File: src/cbz_pkg.sv
// Shared constants, types and register codes for the Bezier point-to-pixel block.
`default_nettype none

package cbz_pkg;

	// Sample count per segment; a power of two, so the divide by STEPS^3 is a shift
	localparam int STEPS      = 1024;
	localparam int STEPS_LOG2 = $clog2(STEPS);
	localparam int KW         = STEPS_LOG2 + 1;          // k and u = STEPS - k
	localparam int WW         = 3 * STEPS_LOG2 + 1;      // Bernstein weights
	localparam int CW         = 16;                      // coordinate width
	localparam int ACC_W      = 3 * STEPS_LOG2 + CW;     // weighted sum
	localparam int FRAC_W     = 16;                      // Q8.8 -> Q8.24
	localparam int P_SHIFT    = 3 * STEPS_LOG2 - FRAC_W; // acc >> P_SHIFT is Q8.24
	localparam int PW         = 32;                      // curve point, signed Q8.24

	localparam int SMW        = 12;                      // screen max registers
	localparam int EW         = 15;                      // universe extent registers
	localparam int NW         = 45;                      // signed numerator
	localparam int MW         = NW - FRAC_W;             // numerator magnitude >> 16
	localparam int QW         = 20;                      // quotient bits produced
	localparam int DIV_STEP   = 4;                       // quotient bits per stage
	localparam int DIV_STAGES = QW / DIV_STEP;

	localparam int OW         = 16;                      // pixel width
	localparam logic [OW-1:0] PIX_MAX = 16'h7FFF;
	localparam logic [OW-1:0] PIX_MIN = 16'h8000;

	localparam int CFG_IDX_W = 2;
	localparam int CFG_DW    = 15;
	localparam logic [CFG_IDX_W-1:0] CFG_SCREEN_MAX_X = 2'd0;
	localparam logic [CFG_IDX_W-1:0] CFG_SCREEN_MAX_Y = 2'd1;
	localparam logic [CFG_IDX_W-1:0] CFG_EXTENT_X     = 2'd2;
	localparam logic [CFG_IDX_W-1:0] CFG_EXTENT_Y     = 2'd3;

	localparam logic [SMW-1:0] SMX_RST = 12'd639;
	localparam logic [SMW-1:0] SMY_RST = 12'd479;
	localparam logic [EW-1:0]  EXT_RST = 15'd1536;

	// Control points in offset binary (coordinate + 32768), index 0 P0, 1 A, 2 B, 3 P1
	typedef struct packed {
		logic [3:0][CW-1:0] x;
		logic [3:0][CW-1:0] y;
	} ctrl_pts_t;

	// Live configuration; extents already forced nonzero
	typedef struct packed {
		logic [SMW-1:0] smx;
		logic [SMW-1:0] smy;
		logic [EW-1:0]  ex;
		logic [EW-1:0]  ey;
	} cfg_t;

	typedef struct packed {
		logic [MW-1:0] mag;
		logic          neg;
		logic          ovf;
	} div_req_t;

	typedef struct packed {
		logic [QW-1:0] quo;
		logic          neg;
		logic          ovf;
	} div_rsp_t;

endpackage

`default_nettype wire

File: src/cbz_map.sv
// Screen mapping: scales the curve point and splits it into sign and magnitude for the divider.
`default_nettype none

module cbz_map (
	input  wire logic                        clk,
	input  wire logic                        arst_n,
	input  wire logic                        en,
	input  wire logic                        in_valid,
	input  wire logic signed [cbz_pkg::PW-1:0] p_x,
	input  wire logic signed [cbz_pkg::PW-1:0] p_y,
	input  wire cbz_pkg::cfg_t               cfg,
	output logic                             out_valid,
	output cbz_pkg::div_req_t                req_x,
	output cbz_pkg::div_req_t                req_y
);

	localparam int PW     = cbz_pkg::PW;
	localparam int SMW    = cbz_pkg::SMW;
	localparam int NW     = cbz_pkg::NW;
	localparam int MW     = cbz_pkg::MW;
	localparam int QW     = cbz_pkg::QW;
	localparam int EW     = cbz_pkg::EW;
	localparam int FRAC_W = cbz_pkg::FRAC_W;

	logic [1:0] vld_s;

	// stage 6: numerators smx * p and smy * (ey * 2^16 - p)
	logic signed [PW:0]          d_y;
	logic signed [SMW+PW:0]      nx_full;
	logic signed [SMW+PW+1:0]    ny_full;
	logic signed [NW-1:0]        n_x_s6, n_y_s6;

	assign d_y     = $signed({2'b00, cfg.ey, {FRAC_W{1'b0}}}) - $signed({p_y[PW-1], p_y});
	assign nx_full = $signed({1'b0, cfg.smx}) * p_x;
	assign ny_full = $signed({1'b0, cfg.smy}) * d_y;

	// stage 7: |n| >> 16, then the divide toward zero works on magnitudes
	logic [NW-1:0] mag_x, mag_y;
	logic [MW-1:0] m_x, m_y;
	cbz_pkg::div_req_t req_x_s7, req_y_s7;

	assign mag_x = n_x_s6[NW-1] ? NW'(-n_x_s6) : NW'(n_x_s6);
	assign mag_y = n_y_s6[NW-1] ? NW'(-n_y_s6) : NW'(n_y_s6);
	assign m_x   = mag_x[NW-1:FRAC_W];
	assign m_y   = mag_y[NW-1:FRAC_W];

	always_ff @(posedge clk or negedge arst_n) begin
		if (!arst_n) begin
			vld_s <= '0;
		end else if (en) begin
			vld_s <= {vld_s[0], in_valid};
		end
	end

	always_ff @(posedge clk) begin
		if (en) begin
			n_x_s6 <= NW'(nx_full);
			n_y_s6 <= NW'(ny_full);

			req_x_s7.mag <= m_x;
			req_x_s7.neg <= n_x_s6[NW-1];
			// quotient would need more than QW bits: saturates anyway
			req_x_s7.ovf <= EW'(m_x[MW-1:QW]) >= cfg.ex;
			req_y_s7.mag <= m_y;
			req_y_s7.neg <= n_y_s6[NW-1];
			req_y_s7.ovf <= EW'(m_y[MW-1:QW]) >= cfg.ey;
		end
	end

	assign out_valid = vld_s[1];
	assign req_x     = req_x_s7;
	assign req_y     = req_y_s7;

endmodule

`default_nettype wire

File: config.mk
export PLATFORM = sky130hd
export DESIGN_NAME = cbz_map
export DESIGN_NICKNAME = d
export VERILOG_FILES = /design/src/cbz_pkg.sv /design/src/cbz_map.sv
export SDC_FILE = /design/constraint.sdc
export NUM_CORES = 2
export LEC_CHECK = 0
export ABC_AREA = 1
export BUFFER_PORTS_ARGS = -buffer_cell sky130_fd_sc_hd__buf_2
export CORE_UTILIZATION = 30
export CTS_CLUSTER_SIZE = 40
export DETAILED_ROUTE_END_ITERATION = 12
export HOLD_SLACK_MARGIN = 0.15
export PLACE_DENSITY = 0.55
export SLEW_MARGIN = 20
export SYNTH_ARGS = -nofsm -noshare
export SYNTH_HDL_FRONTEND = slang
export SYNTH_SLANG_ARGS = --single-unit
File: constraint.sdc
create_clock -name clk -period 2.96 [get_ports clk]
set_clock_uncertainty 0.2 [all_clocks]
set_input_delay 0.592 -clock clk [delete_from_list [all_inputs] [get_ports clk]]
set_output_delay 0.592 -clock clk [all_outputs]
set_load 0.02 [all_outputs]
## Word level (Yosys, flattened, before mapping)

Cells that the tools add are included.

- Bits in latches: 0
- Memories: 0
- ROM bits: 0
- Output and inout port bits: 63
- Word-level logic and storage cells: 18
- Register bits: 154
- RAM bits: 0

- Divide/modulo/power cells: 0
- $mul: 2
- Equality and inequality tests: 0
- Add/subtract/negate cells: 3
- Muxes and demuxes: 2
- Order comparisons: 2
- Reductions and logical operators: 0
- Bitwise gates (word level): 0
- Shift operators: 0

Operators by type and width:

| kind | count |
|---|---|
| $mux 45 | 2 |
| $neg 45->45 | 2 |
| $mul 13x32->45 | 1 |
| $mul 13x33->45 | 1 |
| $sub 32x32->33 | 1 |
| $ge 9x15->1 | 2 |

## Depth between registers and ports, before layout

- Depth in word-level cells: 3
- Depth in mapped cells: 34
- Mapped depth without buffers: 33

## Worst setup path after synthesis

Ideal clock, no wire load.

- Path type: input port to flip-flop
- Start point: in p_y[17] (netlist bit)
- End point: reg n_y_s6[44], data pin
- Stages on the path: 27
- Arrival: 5,874 ps
- Setup time: 254 ps
- Required time: 2,506 ps
- Path buffers: 1
- Path slack: -3,368 ps
- Cells stage by stage: inv_1 > ha_1 > a21oi_4 > inv_1 > nand2_1 > nand3_1 > nand2_1 > nand3_2 > nand2_2 > buf_2 > nand3_1 > fa_1 > fa_1 > fa_1 > inv_1 > fa_1 > inv_1 > fa_1 > inv_1 > ha_1 > inv_1 > nor3_1 > nand2_1 > nor2_1 > nand3_1 > nand4_1 > nand2_1

- Word-level cells in the longest chain between the ends: 2

RTL lines:

| element | line | RTL |
|---|---|---|
| start: declaration | cbz_map.sv:10 | `input wire logic signed [cbz_pkg::PW-1:0] p_y,` |
| $sub 32x32->33 | cbz_map.sv:33 | `assign d_y = $signed({2'b00, cfg.ey, {FRAC_W{1'b0}}}) - $signed({p_y[PW-1], p_y});` |
| $mul 13x33->45 | cbz_map.sv:35 | `assign ny_full = $signed({1'b0, cfg.smy}) * d_y;` |
| net ny_full[44] | cbz_map.sv:30 | `logic signed [SMW+PW+1:0] ny_full;` |
| end signal: assignment | cbz_map.sv:58 | `n_y_s6 <= NW'(ny_full);` |
| end: declaration | cbz_map.sv:31 | `logic signed [NW-1:0] n_x_s6, n_y_s6;` |

The timed path passes the listed nets, and every way through them passes these cells.
A chain may end at the register's enable or synchronous reset.

## Final worst setup path

- Start point: in p_y[18] (netlist bit)
- End point: reg n_y_s6[36], data pin

The elaborated chain is that of the path after synthesis.

==> metrics.cfg <==
[layout]
finish.utilization = 0.431
multi_input_area_um2 = 32900
fillCellCount = 12492
drive_above_1_share = 0.343
fin_area_um2 = 54200
nets = 7056
area_growth_syn_to_layout_pct = 42.1
regArea_um2 = 4610

[outcome]
status = complete, but fails checks
violations = negative setup slack

[timing]
finalSetupViolCount = 83
timing.final.crit_share = 2.02
whs_ns = 0.239
rsz0062_at_grt = yes
slew_viol_final = 0
clock.fmax_ghz = 0.167
min_period_ns = 5.98
relSlewSlack = 0.638
worst_pin_slew_ns = 0.543
worst_slack_ns = -3.02
hold_viol_final = 0

[synthesis]
netlist_area_um2 = 38200
synth_edf_count = 152
yosysWarningCount = 0
syn_inst = 5138
synth_commonest_cells = nand2_1, inv_1, fa_1
synth_top_flop_cell = edfxtp_1
ys_types = 51
synth_nets = 6174
avgSynthCellArea_um2 = 7.43
yosys.area.top_type_share = 0.358
async_flop_share = 0.0130
synth_area_leaders = fa_1, nand2_1, inv_1
ys_ff_latch = 154
synth.most_common_cell = nand2_1
synth.largest_area_cell = fa_1
ys_seq_area_frac = 0.121

[placement]
pre_cts_ws_ns = -3.81
placed_area_um2 = 48400
gp_congestion = 0.938
portBuffers = 184
dp_hpwl_mm = 107

[drt]
drc = 0
wl_per_cell_um = 16.7
viasPerCell = 4.53
dr.pass1.iters = 6
vias = 34847
postRouteAntennaNets = 0
wirelength_mm = 129
drt_iter0_markers = 1998

[clocking]
clk_pin_slew_ns = 0.07
cts_tree = yes
clock-root-buffer = clkbuf_16
cts_made_buffers = 17
clkSinkCount = 154
clk_latency_ns = 0.49
max-clock-path-buffers = 2
htreeDepth = 4

[die]
fp.coreArea_um2 = 126000
die_x_um = 359
die_h_um = 359
io_pins = 185
fp-row-count = 130
die_area_um2 = 129000
initial_core_util = 0.303

[setup_path]
startpoint_type = input port
rr_worst_depth = 12
critPathKind = in -> reg
cp.arrival_ns = 6.00
critPathMaxFanout = 5
cp.required_ns = 2.98
slowest_stage = fa_1
cpPeakStageDelay_ns = 0.55
worstSetupEndpointType = register

[global_routing]
grt_overflow = 0
antenna_found_initial = 8
grt_pass1_vias = 36563
grt_max_degree = 49
grt_first_pass_wirelength_mm = 204
track_usage = 0.204

[run]
maxCapViolCount = 0

[worst_hold_path]
hold_class = in -> async

## worst paths after layout
path / start / end / slack [ns]
setup reg to reg: n_y_s6[25] / req_y[0] / 0
max in group asynchronous: arst_n / vld_s[1] / 2.23
setup / recovery: p_y[18] / n_y_s6[36] / -3.02
min in group clk: vld_s[0] / vld_s[1] / 0.32
hold / removal: arst_n / vld_s[0] / 0.24
hold reg to reg: vld_s[0] / vld_s[1] / 0.32
## per-stage QoR
stage | TNS, ns | cells
3_3_place_gp | -250.02 | 7494
4_1_cts | -180.02 | 7640
2_1_floorplan | -179.36 | 5138
3_5_place_dp | -249.31 | 7494
6_report | -183.88 | 7685
5_1_grt | -197.46 | 7683
## kinds of logic (layout without fill, tap and decap cells)
family	count (synthesis)	after routing	synth area share
xor gates and xnor gates	93	93	0.0223
buffers and inverters	1551	2446	0.153
and+or+nand+nor	2265	2265	0.247
adders and majority gates	914	914	0.434
AOI/OAI and AO/OA	161	161	0.0237
DFF	154	154	0.121
other	0	2	0
## metal layers
metal / up-vias / part of all wire / GRT usage
li1: 16719 / - / -
met1: 17146 / 0.44 / 0.273
met2: 822 / 0.49 / 0.352
met3: 160 / 0.051 / 0.0225
met4: 0 / 0.027 / 0.0481
met5: - / 0 / 0
## state kept, by name (all words and copies together), names as in the netlist
| signal | flops |
|---|---|
| vld_s | 2 |
| n_y_s6 | 45 |
| req_x | 31 |
| n_x_s6 | 45 |
| req_y | 31 |
## critical path: cells and delay by family
| kind | cells | cell delay, ns |
|---|---|---|
| adders and majority gates | 7 | 3.15 |
| xor gates and xnor gates | 1 | 0.15 |
| and+or+nand+nor | 10 | 0.78 |
| buffers and inverters | 12 | 1.03 |
| AOI/OAI and AO/OA | 2 | 0.26 |
## cell type report
class / count / share of cell area
well taps: 1650 / 0.0381
flip-flops and latches: 154 / 0.0851
clock inverters: 15 / 0.00328
repair inverters: 2 / 0.000185
multi-input cells: 3433 / 0.607
inverters: 1432 / 0.100
repair buffers: 980 / 0.158
diodes: 2 / 0.0000923
clock buffers: 17 / 0.00784
## what timing repair did
item,CTS,global route
endpoints found under the setup margin,86,86
pin swaps,477,254
setup buffers,97,45
hold endpoints to repair,3,0
resized for setup,724,298
hold buffers,2,0
cloned,21,0
## layout by cell type (no fill, tap or decap), types with 69 or more instances in the layout
cell type,count
ha_4,97
nand2_4,134
fa_1,607
inv_2,130
inv_1,1278
fa_2,76
nor2_4,90
nand2_2,228
buf_6,78
buf_2,144
buf_12,69
nand3_1,173
edfxtp_1,152
ha_1,134
buf_4,664
nand2_1,1111
nor2_1,261
Power is not shown: default switching activity piles up to over one toggle a cycle in this logic, so the estimate is an artifact.
