<file path="src/cbz_pkg.sv">
// Shared constants, types and register codes for the Bezier point-to-pixel block.
`default_nettype none

package cbz_pkg;

	// Sample count per segment; a power of two, so the divide by STEPS^3 is a shift
	localparam int STEPS      = 1024;
	localparam int STEPS_LOG2 = $clog2(STEPS);
	localparam int KW         = STEPS_LOG2 + 1;          // k and u = STEPS - k
	localparam int WW         = 3 * STEPS_LOG2 + 1;      // Bernstein weights
	localparam int CW         = 16;                      // coordinate width
	localparam int ACC_W      = 3 * STEPS_LOG2 + CW;     // weighted sum
	localparam int FRAC_W     = 16;                      // Q8.8 -> Q8.24
	localparam int P_SHIFT    = 3 * STEPS_LOG2 - FRAC_W; // acc >> P_SHIFT is Q8.24
	localparam int PW         = 32;                      // curve point, signed Q8.24

	localparam int SMW        = 12;                      // screen max registers
	localparam int EW         = 15;                      // universe extent registers
	localparam int NW         = 45;                      // signed numerator
	localparam int MW         = NW - FRAC_W;             // numerator magnitude >> 16
	localparam int QW         = 20;                      // quotient bits produced
	localparam int DIV_STEP   = 4;                       // quotient bits per stage
	localparam int DIV_STAGES = QW / DIV_STEP;

	localparam int OW         = 16;                      // pixel width
	localparam logic [OW-1:0] PIX_MAX = 16'h7FFF;
	localparam logic [OW-1:0] PIX_MIN = 16'h8000;

	localparam int CFG_IDX_W = 2;
	localparam int CFG_DW    = 15;
	localparam logic [CFG_IDX_W-1:0] CFG_SCREEN_MAX_X = 2'd0;
	localparam logic [CFG_IDX_W-1:0] CFG_SCREEN_MAX_Y = 2'd1;
	localparam logic [CFG_IDX_W-1:0] CFG_EXTENT_X     = 2'd2;
	localparam logic [CFG_IDX_W-1:0] CFG_EXTENT_Y     = 2'd3;

	localparam logic [SMW-1:0] SMX_RST = 12'd639;
	localparam logic [SMW-1:0] SMY_RST = 12'd479;
	localparam logic [EW-1:0]  EXT_RST = 15'd1536;

	// Control points in offset binary (coordinate + 32768), index 0 P0, 1 A, 2 B, 3 P1
	typedef struct packed {
		logic [3:0][CW-1:0] x;
		logic [3:0][CW-1:0] y;
	} ctrl_pts_t;

	// Live configuration; extents already forced nonzero
	typedef struct packed {
		logic [SMW-1:0] smx;
		logic [SMW-1:0] smy;
		logic [EW-1:0]  ex;
		logic [EW-1:0]  ey;
	} cfg_t;

	typedef struct packed {
		logic [MW-1:0] mag;
		logic          neg;
		logic          ovf;
	} div_req_t;

	typedef struct packed {
		logic [QW-1:0] quo;
		logic          neg;
		logic          ovf;
	} div_rsp_t;

endpackage

`default_nettype wire

</file>
<file path="src/cbz_div.sv">
// Pipelined restoring divider: magnitude / extent, a few quotient bits per stage.
`default_nettype none

module cbz_div (
	input  wire logic                    clk,
	input  wire logic                    arst_n,
	input  wire logic                    en,
	input  wire logic                    in_valid,
	input  wire cbz_pkg::div_req_t       req,
	input  wire logic [cbz_pkg::EW-1:0]  divisor,
	output logic                         out_valid,
	output cbz_pkg::div_rsp_t            rsp
);

	localparam int EW     = cbz_pkg::EW;
	localparam int MW     = cbz_pkg::MW;
	localparam int QW     = cbz_pkg::QW;
	localparam int NSTG   = cbz_pkg::DIV_STAGES;

	typedef struct packed {
		logic [EW-1:0] rem;
		logic [QW-1:0] dvd;
		logic [QW-1:0] quo;
		logic          neg;
		logic          ovf;
	} div_stage_t;

	function automatic div_stage_t div_step(input div_stage_t s, input logic [EW-1:0] d);
		div_stage_t  r;
		logic [EW:0] t;
		r = s;
		for (int i = 0; i < cbz_pkg::DIV_STEP; i++) begin
			t     = {r.rem, r.dvd[QW-1]};
			r.dvd = {r.dvd[QW-2:0], 1'b0};
			if (t >= {1'b0, d}) begin
				r.rem = EW'(t - {1'b0, d});
				r.quo = {r.quo[QW-2:0], 1'b1};
			end else begin
				r.rem = t[EW-1:0];
				r.quo = {r.quo[QW-2:0], 1'b0};
			end
		end
		return r;
	endfunction

	div_stage_t        init;
	div_stage_t        nxt   [NSTG];
	div_stage_t        stg_s [NSTG];
	logic [NSTG-1:0]   vld_s;

	// high bits start the remainder; they are below the divisor unless ovf is set
	assign init.rem = EW'(req.mag[MW-1:QW]);
	assign init.dvd = req.mag[QW-1:0];
	assign init.quo = '0;
	assign init.neg = req.neg;
	assign init.ovf = req.ovf;

	assign nxt[0] = div_step(init, divisor);
	for (genvar i = 1; i < NSTG; i++) begin : g_stage
		assign nxt[i] = div_step(stg_s[i-1], divisor);
	end

	always_ff @(posedge clk or negedge arst_n) begin
		if (!arst_n) begin
			vld_s <= '0;
		end else if (en) begin
			vld_s <= {vld_s[NSTG-2:0], in_valid};
		end
	end

	always_ff @(posedge clk) begin
		if (en) begin
			stg_s <= nxt;
		end
	end

	assign out_valid = vld_s[NSTG-1];
	assign rsp.quo   = stg_s[NSTG-1].quo;
	assign rsp.neg   = stg_s[NSTG-1].neg;
	assign rsp.ovf   = stg_s[NSTG-1].ovf;

endmodule

`default_nettype wire

</file>
<file path="config.mk">
export PLATFORM = sky130hd
export DESIGN_NAME = cbz_div
export DESIGN_NICKNAME = d
export VERILOG_FILES = /design/src/cbz_pkg.sv /design/src/cbz_div.sv
export SDC_FILE = /design/constraint.sdc
export NUM_CORES = 1
export LEC_CHECK = 0
export BUFFER_PORTS_ARGS = -buffer_cell sky130_fd_sc_hd__buf_2
export CORE_ASPECT_RATIO = 1.75
export CORE_MARGIN = 2
export CORE_UTILIZATION = 59
export DETAILED_ROUTE_END_ITERATION = 10
export PLACE_DENSITY_LB_ADDON = 0.25
export SLEW_MARGIN = 40
export SYNTH_ARGS = -nofsm -noshare
export SYNTH_HDL_FRONTEND = slang
export SYNTH_SLANG_ARGS = --single-unit
</file>
<file path="constraint.sdc">
create_clock -name clk -period 9.74 [get_ports clk]
set_input_delay 0.487 -clock clk [delete_from_list [all_inputs] [get_ports clk]]
set_output_delay 0.487 -clock clk [all_outputs]
set_load 0.005 [all_outputs]
</file>
# Word level (Yosys, flattened, before mapping)
# Cells that the tools add are included.
[totals]
output_inout_bits = 23
regBits = 175
[op_classes]
mux = 39
addsub = 19
order_cmp = 20
[op_table]
columns = ["op", "n"]
rows = [
  ["16-bit by 15-bit greater-or-equal comparator with 1-bit output", 19],
  ["15-bit 2-to-1 mux", 19],
  ["15-bit subtractor", 18],
  ["1-bit 2-to-1 mux", 20],
  ["10-bit by 15-bit greater-or-equal comparator with 1-bit output", 1],
  ["10-bit by 15-bit subtractor with 15-bit output", 1],
]

# Depth between registers and ports, before layout
# Gate-level depths: netlist of run 1.
[depth]
depth_word = 8
ltp_mapped = 51

# Worst setup path after synthesis of run 1
# Ideal clock, no wire load.
[synth_timing]
kind = "in2reg"
from = "in divisor[1] (netlist name)"
to = "reg stg_s[163] (netlist name), data pin"
slack_ns = -1.446
required_ns = 9.480
cell_stages = 43
t_arrival_ns = 10.926
cell_sequence = "inv_1 > fa_1 > a211oi_1 > o21ai_0 > a2111oi_1 > nor2_1 > o21ai_1 > clkbuf_1 > buf_1 > a21oi_1 > fa_1 > nor2b_1 > o31ai_1 > a21oi_1 > o221ai_1 > o2bb2ai_1 > o211ai_1 > buf_2 > [... 7 more ...] > o21a_1 > a211oi_1 > and2_1 > buf_2 > buf_1 > mux2i_1 > ha_1 > nor2b_1 > o21ai_0 > a21boi_0 > o21ai_0 > a21oi_1 > o31a_1 > o21ai_0 > a31oi_1 > a2111oi_4 > buf_4 > mux2_2"
[synth_rtl]
columns = ["item", "line_no", "text"]
rows = [
  ["from (decl)", "cbz_div.sv:10", "input wire logic [cbz_pkg::EW-1:0] divisor,"],
  ["to (signal assigned)", "cbz_div.sv:73", "stg_s <= nxt;"],
  ["to (decl)", "cbz_div.sv:48", "div_stage_t stg_s [NSTG];"],
]

==> results of run 1 <==
==> cell usage in the layout, fill, tap and decap left out, types with 23 or more instances in the layout <==
cell and instances:
nor2_1 198, nand2_1 153, inv_1 135, nor3_1 63, xor2_1 46, a21o_1 63
a21oi_1 133, o21ai_0 126, nand4_1 55, a21boi_0 23, mux2i_1 30, nor2b_1 44
buf_2 71, ha_4 25, buf_4 448, a31oi_1 24, ha_1 265, o21a_1 62
xnor2_1 108, nand2b_1 24, mux2_2 150, edfxtp_1 170, nand3_1 43
==> synthesized netlist by cell type (11+ instances only) <==
| library cell | count | area [µm²] |
|---|---|---|
| a211o_1 | 11 | 96.34 |
| a211oi_1 | 24 | 180.2 |
| a21boi_0 | 29 | 217.7 |
| a21o_1 | 63 | 473.0 |
| a21oi_1 | 153 | 765.7 |
| a31oi_1 | 29 | 181.4 |
| and2_1 | 19 | 118.9 |
| and3_1 | 22 | 137.6 |
| buf_4 | 23 | 172.7 |
| clkbuf_1 | 23 | 86.33 |
| edfxtp_1 | 170 | 5105 |
| fa_1 | 19 | 380.4 |
| ha_1 | 295 | 3691 |
| inv_1 | 144 | 540.5 |
| mux2_2 | 158 | 1779 |
| mux2i_1 | 37 | 370.4 |
| nand2_1 | 155 | 581.8 |
| nand2b_1 | 25 | 156.4 |
| nand3_1 | 43 | 215.2 |
| nand4_1 | 55 | 344.1 |
| nor2_1 | 203 | 762.0 |
| nor2b_1 | 48 | 300.3 |
| nor3_1 | 66 | 330.3 |
| nor4_1 | 19 | 118.9 |
| o211ai_1 | 16 | 120.1 |
| o21a_1 | 62 | 465.5 |
| o21ai_0 | 148 | 740.7 |
| o21bai_1 | 14 | 105.1 |
| o31a_1 | 18 | 157.7 |
| o31ai_1 | 23 | 172.7 |
| or2_2 | 21 | 131.4 |
| or3_1 | 22 | 137.6 |
| xnor2_1 | 109 | 954.7 |
| xor2_1 | 47 | 411.6 |
==> registers in the layout, summed over array words and instances (netlist names) <==
register,flops
stg_s,116
nxt,32
rsp,22
vld_s,5
==> area by class of cell <==
cell class	count	area [µm²]	area share
multi-input combinational	2090	16890	0.6014
sequential	175	5230	0.1862
timing repair buffer	546	4138	0.1473
inverter	153	606.8	0.02160
tap	475	594.3	0.02116
clock buffer	17	425.4	0.01515
clock inverter	15	193.9	0.006905
timing repair inverter	1	7.507	0.0002673
==> metrics by stage <==
step           hold slack (ns)  area, µm²  std cells
4_1_cts                 0.1818      27070       3432
3_3_place_gp            0.3026      26210       3381
3_5_place_dp            0.3044      26220       3381
2_1_floorplan           0.1914      22400       2476
6_report                0.1898      28090       3472
5_1_grt                 0.1864      28090       3472
==> per-layer routing <==
layer	track usage	part of all wire	wire, µm
met4	0.4458	0.13	10490
met5	0	0	0
met3	0.07193	0.056	4625
met1	0.3547	0.31	25710
met2	0.7132	0.50	41180
==> worst register-to-register path, delay by kind of cell (launching register included) <==
kind                       cells  cell delay, ns
DFF                            1            0.44
buffers and inverters          7            0.90
AOI/OAI and AO/OA             21            4.34
and+or+nand+nor                7            1.22
muxes                          4            1.21
adders and majority gates      5            1.27
==> cells by family (layout without fill, tap and decap cells) <==
group                    Yosys count  after routing
flip-flops                       175            175
AO/OA/AOI/OAI                    682            682
buffers and inverters            211            732
XOR/XNOR                         156            156
multiplexers                     206            206
AND/OR/NAND/NOR                  732            732
adder cells (fa/ha/maj)          314            314
==> repair_timing <==
item | CTS | global route
pin swaps | 7 | 72
hold buffers | 1 | 0
setup endpoints to repair | 16 | 62
cloned | 1 | 0
endpoints found under the hold margin | 5 | 0
resized for setup | 20 | 141
buffers inserted | 17 | 40
==> final timing paths <==
| check | start | endpoint | depth (start not counted) |
|---|---|---|---|
| min in group asynchronous | arst_n | vld_s[0] | 2 |
| max in group asynchronous | arst_n | vld_s[2] | 2 |
| setup reg to reg | stg_s[155] | stg_s[104] | 44 |
| hold reg to reg | nxt[153] | stg_s[153] | 0 |
| hold / removal | req[1] | nxt[172] | 1 |
| setup / recovery | stg_s[155] | stg_s[104] | 44 |
==> impl_metrics.tcl, run 1 <==
set metrics [dict create \
    skew_ns 0.01918 \
    slowest_delay_ns 0.47 \
    hold_path_class "input port to register" \
    dp_hpwl_um 62820 \
    grt_usage 0.4019 \
    max_slew_margin 0.3438 \
    diodes 0 \
    synth_top_family_by_area "compound AO/OA/AOI/OAI gates" \
    drive_gt1_frac 0.3103 \
    status "completed" \
    synth_edf_count 170 \
    clock_path_buffers 2 \
    finalCritPeriodShare 0.9866 \
    tns_ns 0 \
    setup-violations-final 0 \
    ys_seq_elements 175 \
    overflow 0 \
    drc 0 \
    synthArstFlopShare 0.02857 \
    synth_mux_area_frac 0.1044 \
    worst_path_most_repeated_cell "o21a_1" \
    worstSetupStartpointType "register" \
    yosys.area_share.simple 0.1640 \
    worstMarginPinSlew_ns 0.9710 \
    drv_cap 0 \
    worst-r2r-setup-slack_ns 0.13 \
    fill_cells 2666 \
    worstPathRequired_ns 9.96 \
    drtAntennaViolNets 0 \
    place.gp.congestion 1.006 \
    synth_adder_area_share 0.1846 \
    crit_type "register to register" \
    die_h_um 259.8 \
    wire_per_inst_um 23.62 \
    dr.pass1.iters 6 \
    core_mm2 0.03689 \
    crit_path_max_fanout 5 \
    ys_warn_count 0 \
    area.growth.synth_to_final_pct 27.34 \
    synth-xor-area-share 0.06194 \
    routed_wirelength_um 82000 \
    htree_levels 4 \
    grt_max_degree 99 \
    final_util 0.7615 \
    hold_viol 0 \
    syn_avg_cell_area_um2 8.908 \
    max_freq_mhz 104.1 \
    finalWorstSetupSlack_ns 0.1306 \
    ys.flop_type "edfxtp_1" \
    std_cell_rows 93 \
    synthesis.nets 2840 \
    maxSlewViolCount 0 \
    synth_compound_gate_area_share 0.2073 \
    dieArea_mm2 0.03901 \
    nets 3348 \
    critPathTopFamily "compound AO/OA/AOI/OAI gates" \
    path_buf_inv 7 \
    period_needed_ns 9.609 \
    clk_pin_slew_worst_paths_ns 0.08 \
    cts_buffers 17 \
    cts_tree "done" \
    portBuffers 72 \
    grt_pass1_wl_um 118600 \
    viasPerCell 6.467 \
    syn_inst 2476 \
    vias 22450 \
    clock_latency_ns 0.47 \
    pin_count 73 \
    grt_pass1_vias 22540 \
    cp.arrival_ns 9.83 \
    post-place-ws_ns -0.9567 \
    endpoint_kind "register" \
    cp_slowest_cell "o41a_1" \
    yosysUniqueCellTypes 87 \
    synth_area_mm2 0.02206 \
    cts-root-buf "clkbuf_16" \
    numClockSinks 175 \
    initial_core_util 0.5980 \
    die-width_um 150.2 \
    ys_seq_area_frac 0.2371 \
    antenna_found_initial 1 \
    drtIter0Drc 1392 \
]
Power of run 1 is left out: the tool's default activity adds up to more than one toggle a clock period on the data nets, which glitch-free logic cannot reach.
==> run 2, diff against run 1 <==
==> constraint.sdc (replaced) <==
create_clock -name clk -period 9.74 [get_ports clk]
set_input_delay 1.461 -clock clk [delete_from_list [all_inputs] [get_ports clk]]
set_output_delay 1.461 -clock clk [all_outputs]
set_load 0.005 [all_outputs]
==> run 2 against run 1 <==
  * The run now fails in 5_1_grt
  * Synthesized cell count unchanged
  * Area after synthesis is the same
==> impl_metrics.tcl, run 2 <==
set metrics [dict create \
    status "did not finish" \
    stop_stage "5_1_grt" \
    stop_error "[ERROR GRT-0116] Global routing finished with congestion. Check the congestion regions in the DRC Viewer." \
    grt_pass1_wl_um 161400 \
    synth_area_leader_cell "edfxtp_1" \
    syn_inst 2476 \
    portBuffers 72 \
    synth_top_area_frac 0.2314 \
    die_h_um 259.8 \
    yosys.cell_count.top_type "ha_1" \
    synth_compound_gate_area_share 0.2073 \
    die-width_um 150.2 \
    ys_seq_area_frac 0.2371 \
    dp_hpwl_um 69070 \
    cts-root-buf "clkbuf_16" \
    htree_levels 4 \
    ys_top_cells_by_area "edfxtp_1 23%, ha_1 17%, mux2_2 8.1%" \
    synth_common_cells "295 x ha_1, 203 x nor2_1, 170 x edfxtp_1" \
    ys_warn_count 0 \
    post-place-ws_ns -1.605 \
    ys_seq_elements 175 \
    syn_avg_cell_area_um2 8.908 \
    grt_pass1_vias 29600 \
    cts_buffers 17 \
    yosysUniqueCellTypes 87 \
    synthArstFlopShare 0.02857 \
    place.gp.congestion 1.021 \
    initial_core_util 0.5980 \
    synth-xor-area-share 0.06194 \
    pin_count 73 \
    synthesis.nets 2840 \
    overflow 19 \
    ys.flop_type "edfxtp_1" \
    cts-hold-fix-buffers 0 \
    std_cell_rows 93 \
    grt_max_degree 106 \
    synth_edf_count 170 \
    numClockSinks 175 \
    synth_mux_area_frac 0.1044 \
    yosys.area_share.simple 0.1640 \
    post_dp_cell_area_mm2 0.03006 \
    synth_adder_area_share 0.1846 \
    synth_top_family_by_area "compound AO/OA/AOI/OAI gates" \
    grt_usage 0.5408 \
    synth_area_mm2 0.02206 \
    clock_path_buffers 2 \
]
==> run 2: cell counts after synthesis <==
Identical to the previous run, type by type.
==> run 2: per-stage QoR <==
stage / hold WS [ns] / instances
floorplan: 0.4003 / 2476
global placement: 0.4002 / 3830
detailed placement: 0.4045 / 3830
CTS: 0.4161 / 3967
==> run 2: layer usage <==
layer  overflow  GRT usage
met2          8     0.8491
met1          0     0.4744
met3          0     0.2404
met4         11     0.6093
met5          0    0.05000
==> run 2: kinds of logic after synthesis <==
family          Yosys count
buf+inv                 211
mux                     206
fa+ha+maj               314
compound gates          682
xor+xnor                156
simple gates            732
flops                   175
==> run 2: repair_timing <==
item,4_1_cts
pin swaps,82
resized for setup,198
setup endpoints to repair,65
gates cloned,4
setup buffers,101
==> run 3, diff against run 2 <==
- CORE_ASPECT_RATIO: 1.75 -> not set
- CORE_UTILIZATION: 59 -> 40
- PLACE_DENSITY_LB_ADDON: 0.25 -> 0.15
- clock period: 9.74 -> 12.7 ns (I/O delays scaled with it)
==> run 3 against run 2 <==
  * The flow now finishes without violations
==> impl_metrics.tcl, run 3 (same netlist as run 1, synthesis figures left out) <==
set metrics [dict create \
    area.growth.synth_to_final_pct 10.89 \
    critPathTopFamily "compound AO/OA/AOI/OAI gates" \
    cp-startpoint "divisor[0]" \
    largest_reg_flops 116 \
    drtAntennaViolNets 0 \
    reg2reg_from "stg_s[212]" \
    die_h_um 238.8 \
    numClockSinks 175 \
    hold_path_class "register to register" \
    status "completed" \
    worst_path_most_repeated_cell "a21oi_1" \
    worst-r2r-setup-slack_ns 1.63 \
    viasPerCell 5.867 \
    max_freq_mhz 83.22 \
    cts-hold-fix-buffers 0 \
    core_mm2 0.05477 \
    period_needed_ns 12.02 \
    dp_hpwl_um 53500 \
    endpoint_kind "register" \
    slowest_delay_ns 0.59 \
    cts_tree "done" \
    max_slew_margin 0.5056 \
    dr.pass1.iters 7 \
    antenna_found_initial 0 \
    grt_max_degree 102 \
    portBuffers 72 \
    regMostFlops "stg_s" \
    r2r_end "stg_s[158]" \
    htree_levels 4 \
    vias 19560 \
    clock_latency_ns 0.51 \
    skew_ns 0.02144 \
    post-place-ws_ns -0.3568 \
    grt_usage 0.2410 \
    clk_pin_slew_worst_paths_ns 0.08 \
    endpoint "stg_s[101]" \
    nets 2980 \
    cp_slowest_cell "a2111oi_4" \
    clock_path_buffers 2 \
    die-width_um 238.8 \
    drtIter0Drc 1227 \
    pin_count 73 \
    crit_type "input port to register" \
    cts_buffers 17 \
    hold_viol 0 \
    grt_pass1_vias 19060 \
    wire_per_inst_um 20.56 \
    cts-root-buf "clkbuf_16" \
    std_cell_rows 86 \
    rsz0062_at_grt "no" \
    drv_cap 0 \
    worstMarginPinSlew_ns 0.7320 \
    drive_gt1_frac 0.1639 \
    dieArea_mm2 0.05704 \
    crit_path_max_fanout 19 \
    path_buf_inv 5 \
    worstPathRequired_ns 12.95 \
    layout_commonest_cell "ha_1" \
    overflow 0 \
    layout.cells.most_common_list "295 x ha_1, 202 x nor2_1, 170 x edfxtp_1" \
    reg2reg_depth 50 \
    worstSetupStartpointType "input port" \
    diodes 0 \
    drc 0 \
    place.gp.congestion 0.9102 \
    grt_pass1_wl_um 106300 \
    initial_core_util 0.4027 \
    routed_wirelength_um 68520 \
    setup-violations-final 0 \
    cp.arrival_ns 12.27 \
    maxSlewViolCount 0 \
    finalCritPeriodShare 0.9461 \
    worst-path-stages 42 \
    finalWorstSetupSlack_ns 0.6840 \
]
## run 3: final cells by class
type | instances | area [µm²]
fill | 5330 | 30310
multi-input combinational | 2090 | 15950
sequential | 175 | 5230
timing repair buffer | 179 | 1221
tap | 704 | 880.8
inverter | 153 | 584.3
clock buffer | 17 | 425.4
clock inverter | 15 | 165.2
## run 3: per-layer routing
layer | track usage | wire (µm) | vias to the layer above | share of wire
li1 | - | - | 9594 | -
met1 | 0.3139 | 31180 | 9436 | 0.46
met2 | 0.4107 | 32650 | 434 | 0.48
met3 | 0.03164 | 2769 | 91 | 0.040
met4 | 0.08068 | 1920 | 0 | 0.028
met5 | 0 | 0 | - | 0
## run 3: worst min path at each step
stage	startpoint	to	depth (start not counted)
6_report	stg_s[118]	stg_s[65]	0
2_1_floorplan	nxt[57]	nxt[0]	0
5_1_grt	nxt[150]	nxt[97]	0
3_5_place_dp	nxt[207]	nxt[154]	0
3_3_place_gp	nxt[58]	nxt[1]	0
4_1_cts	stg_s[118]	stg_s[65]	0
## run 3: what timing repair did
action,in CTS,in global routing
setup endpoints to repair,0,18
hold endpoints to repair,0,0
gates resized for setup,0,17
setup buffers,0,3
## run 3: per-stage QoR
step / hold WS [ns] / instances / utilization / TNS [ns] / instance area, µm²
global placement: 0.4004 / 3297 / 0.4341 / -5.391 / 23770
detailed placement: 0.4045 / 3297 / 0.4341 / -4.529 / 23780
global route: 0.4245 / 3333 / 0.4466 / 0 / 24460
floorplan: 0.4003 / 2476 / - / 0 / 22060
finish: 0.4154 / 3333 / 0.4466 / 0 / 24460
CTS: 0.4169 / 3329 / 0.4449 / 0 / 24370
Power of run 3 is left out for the same reason.
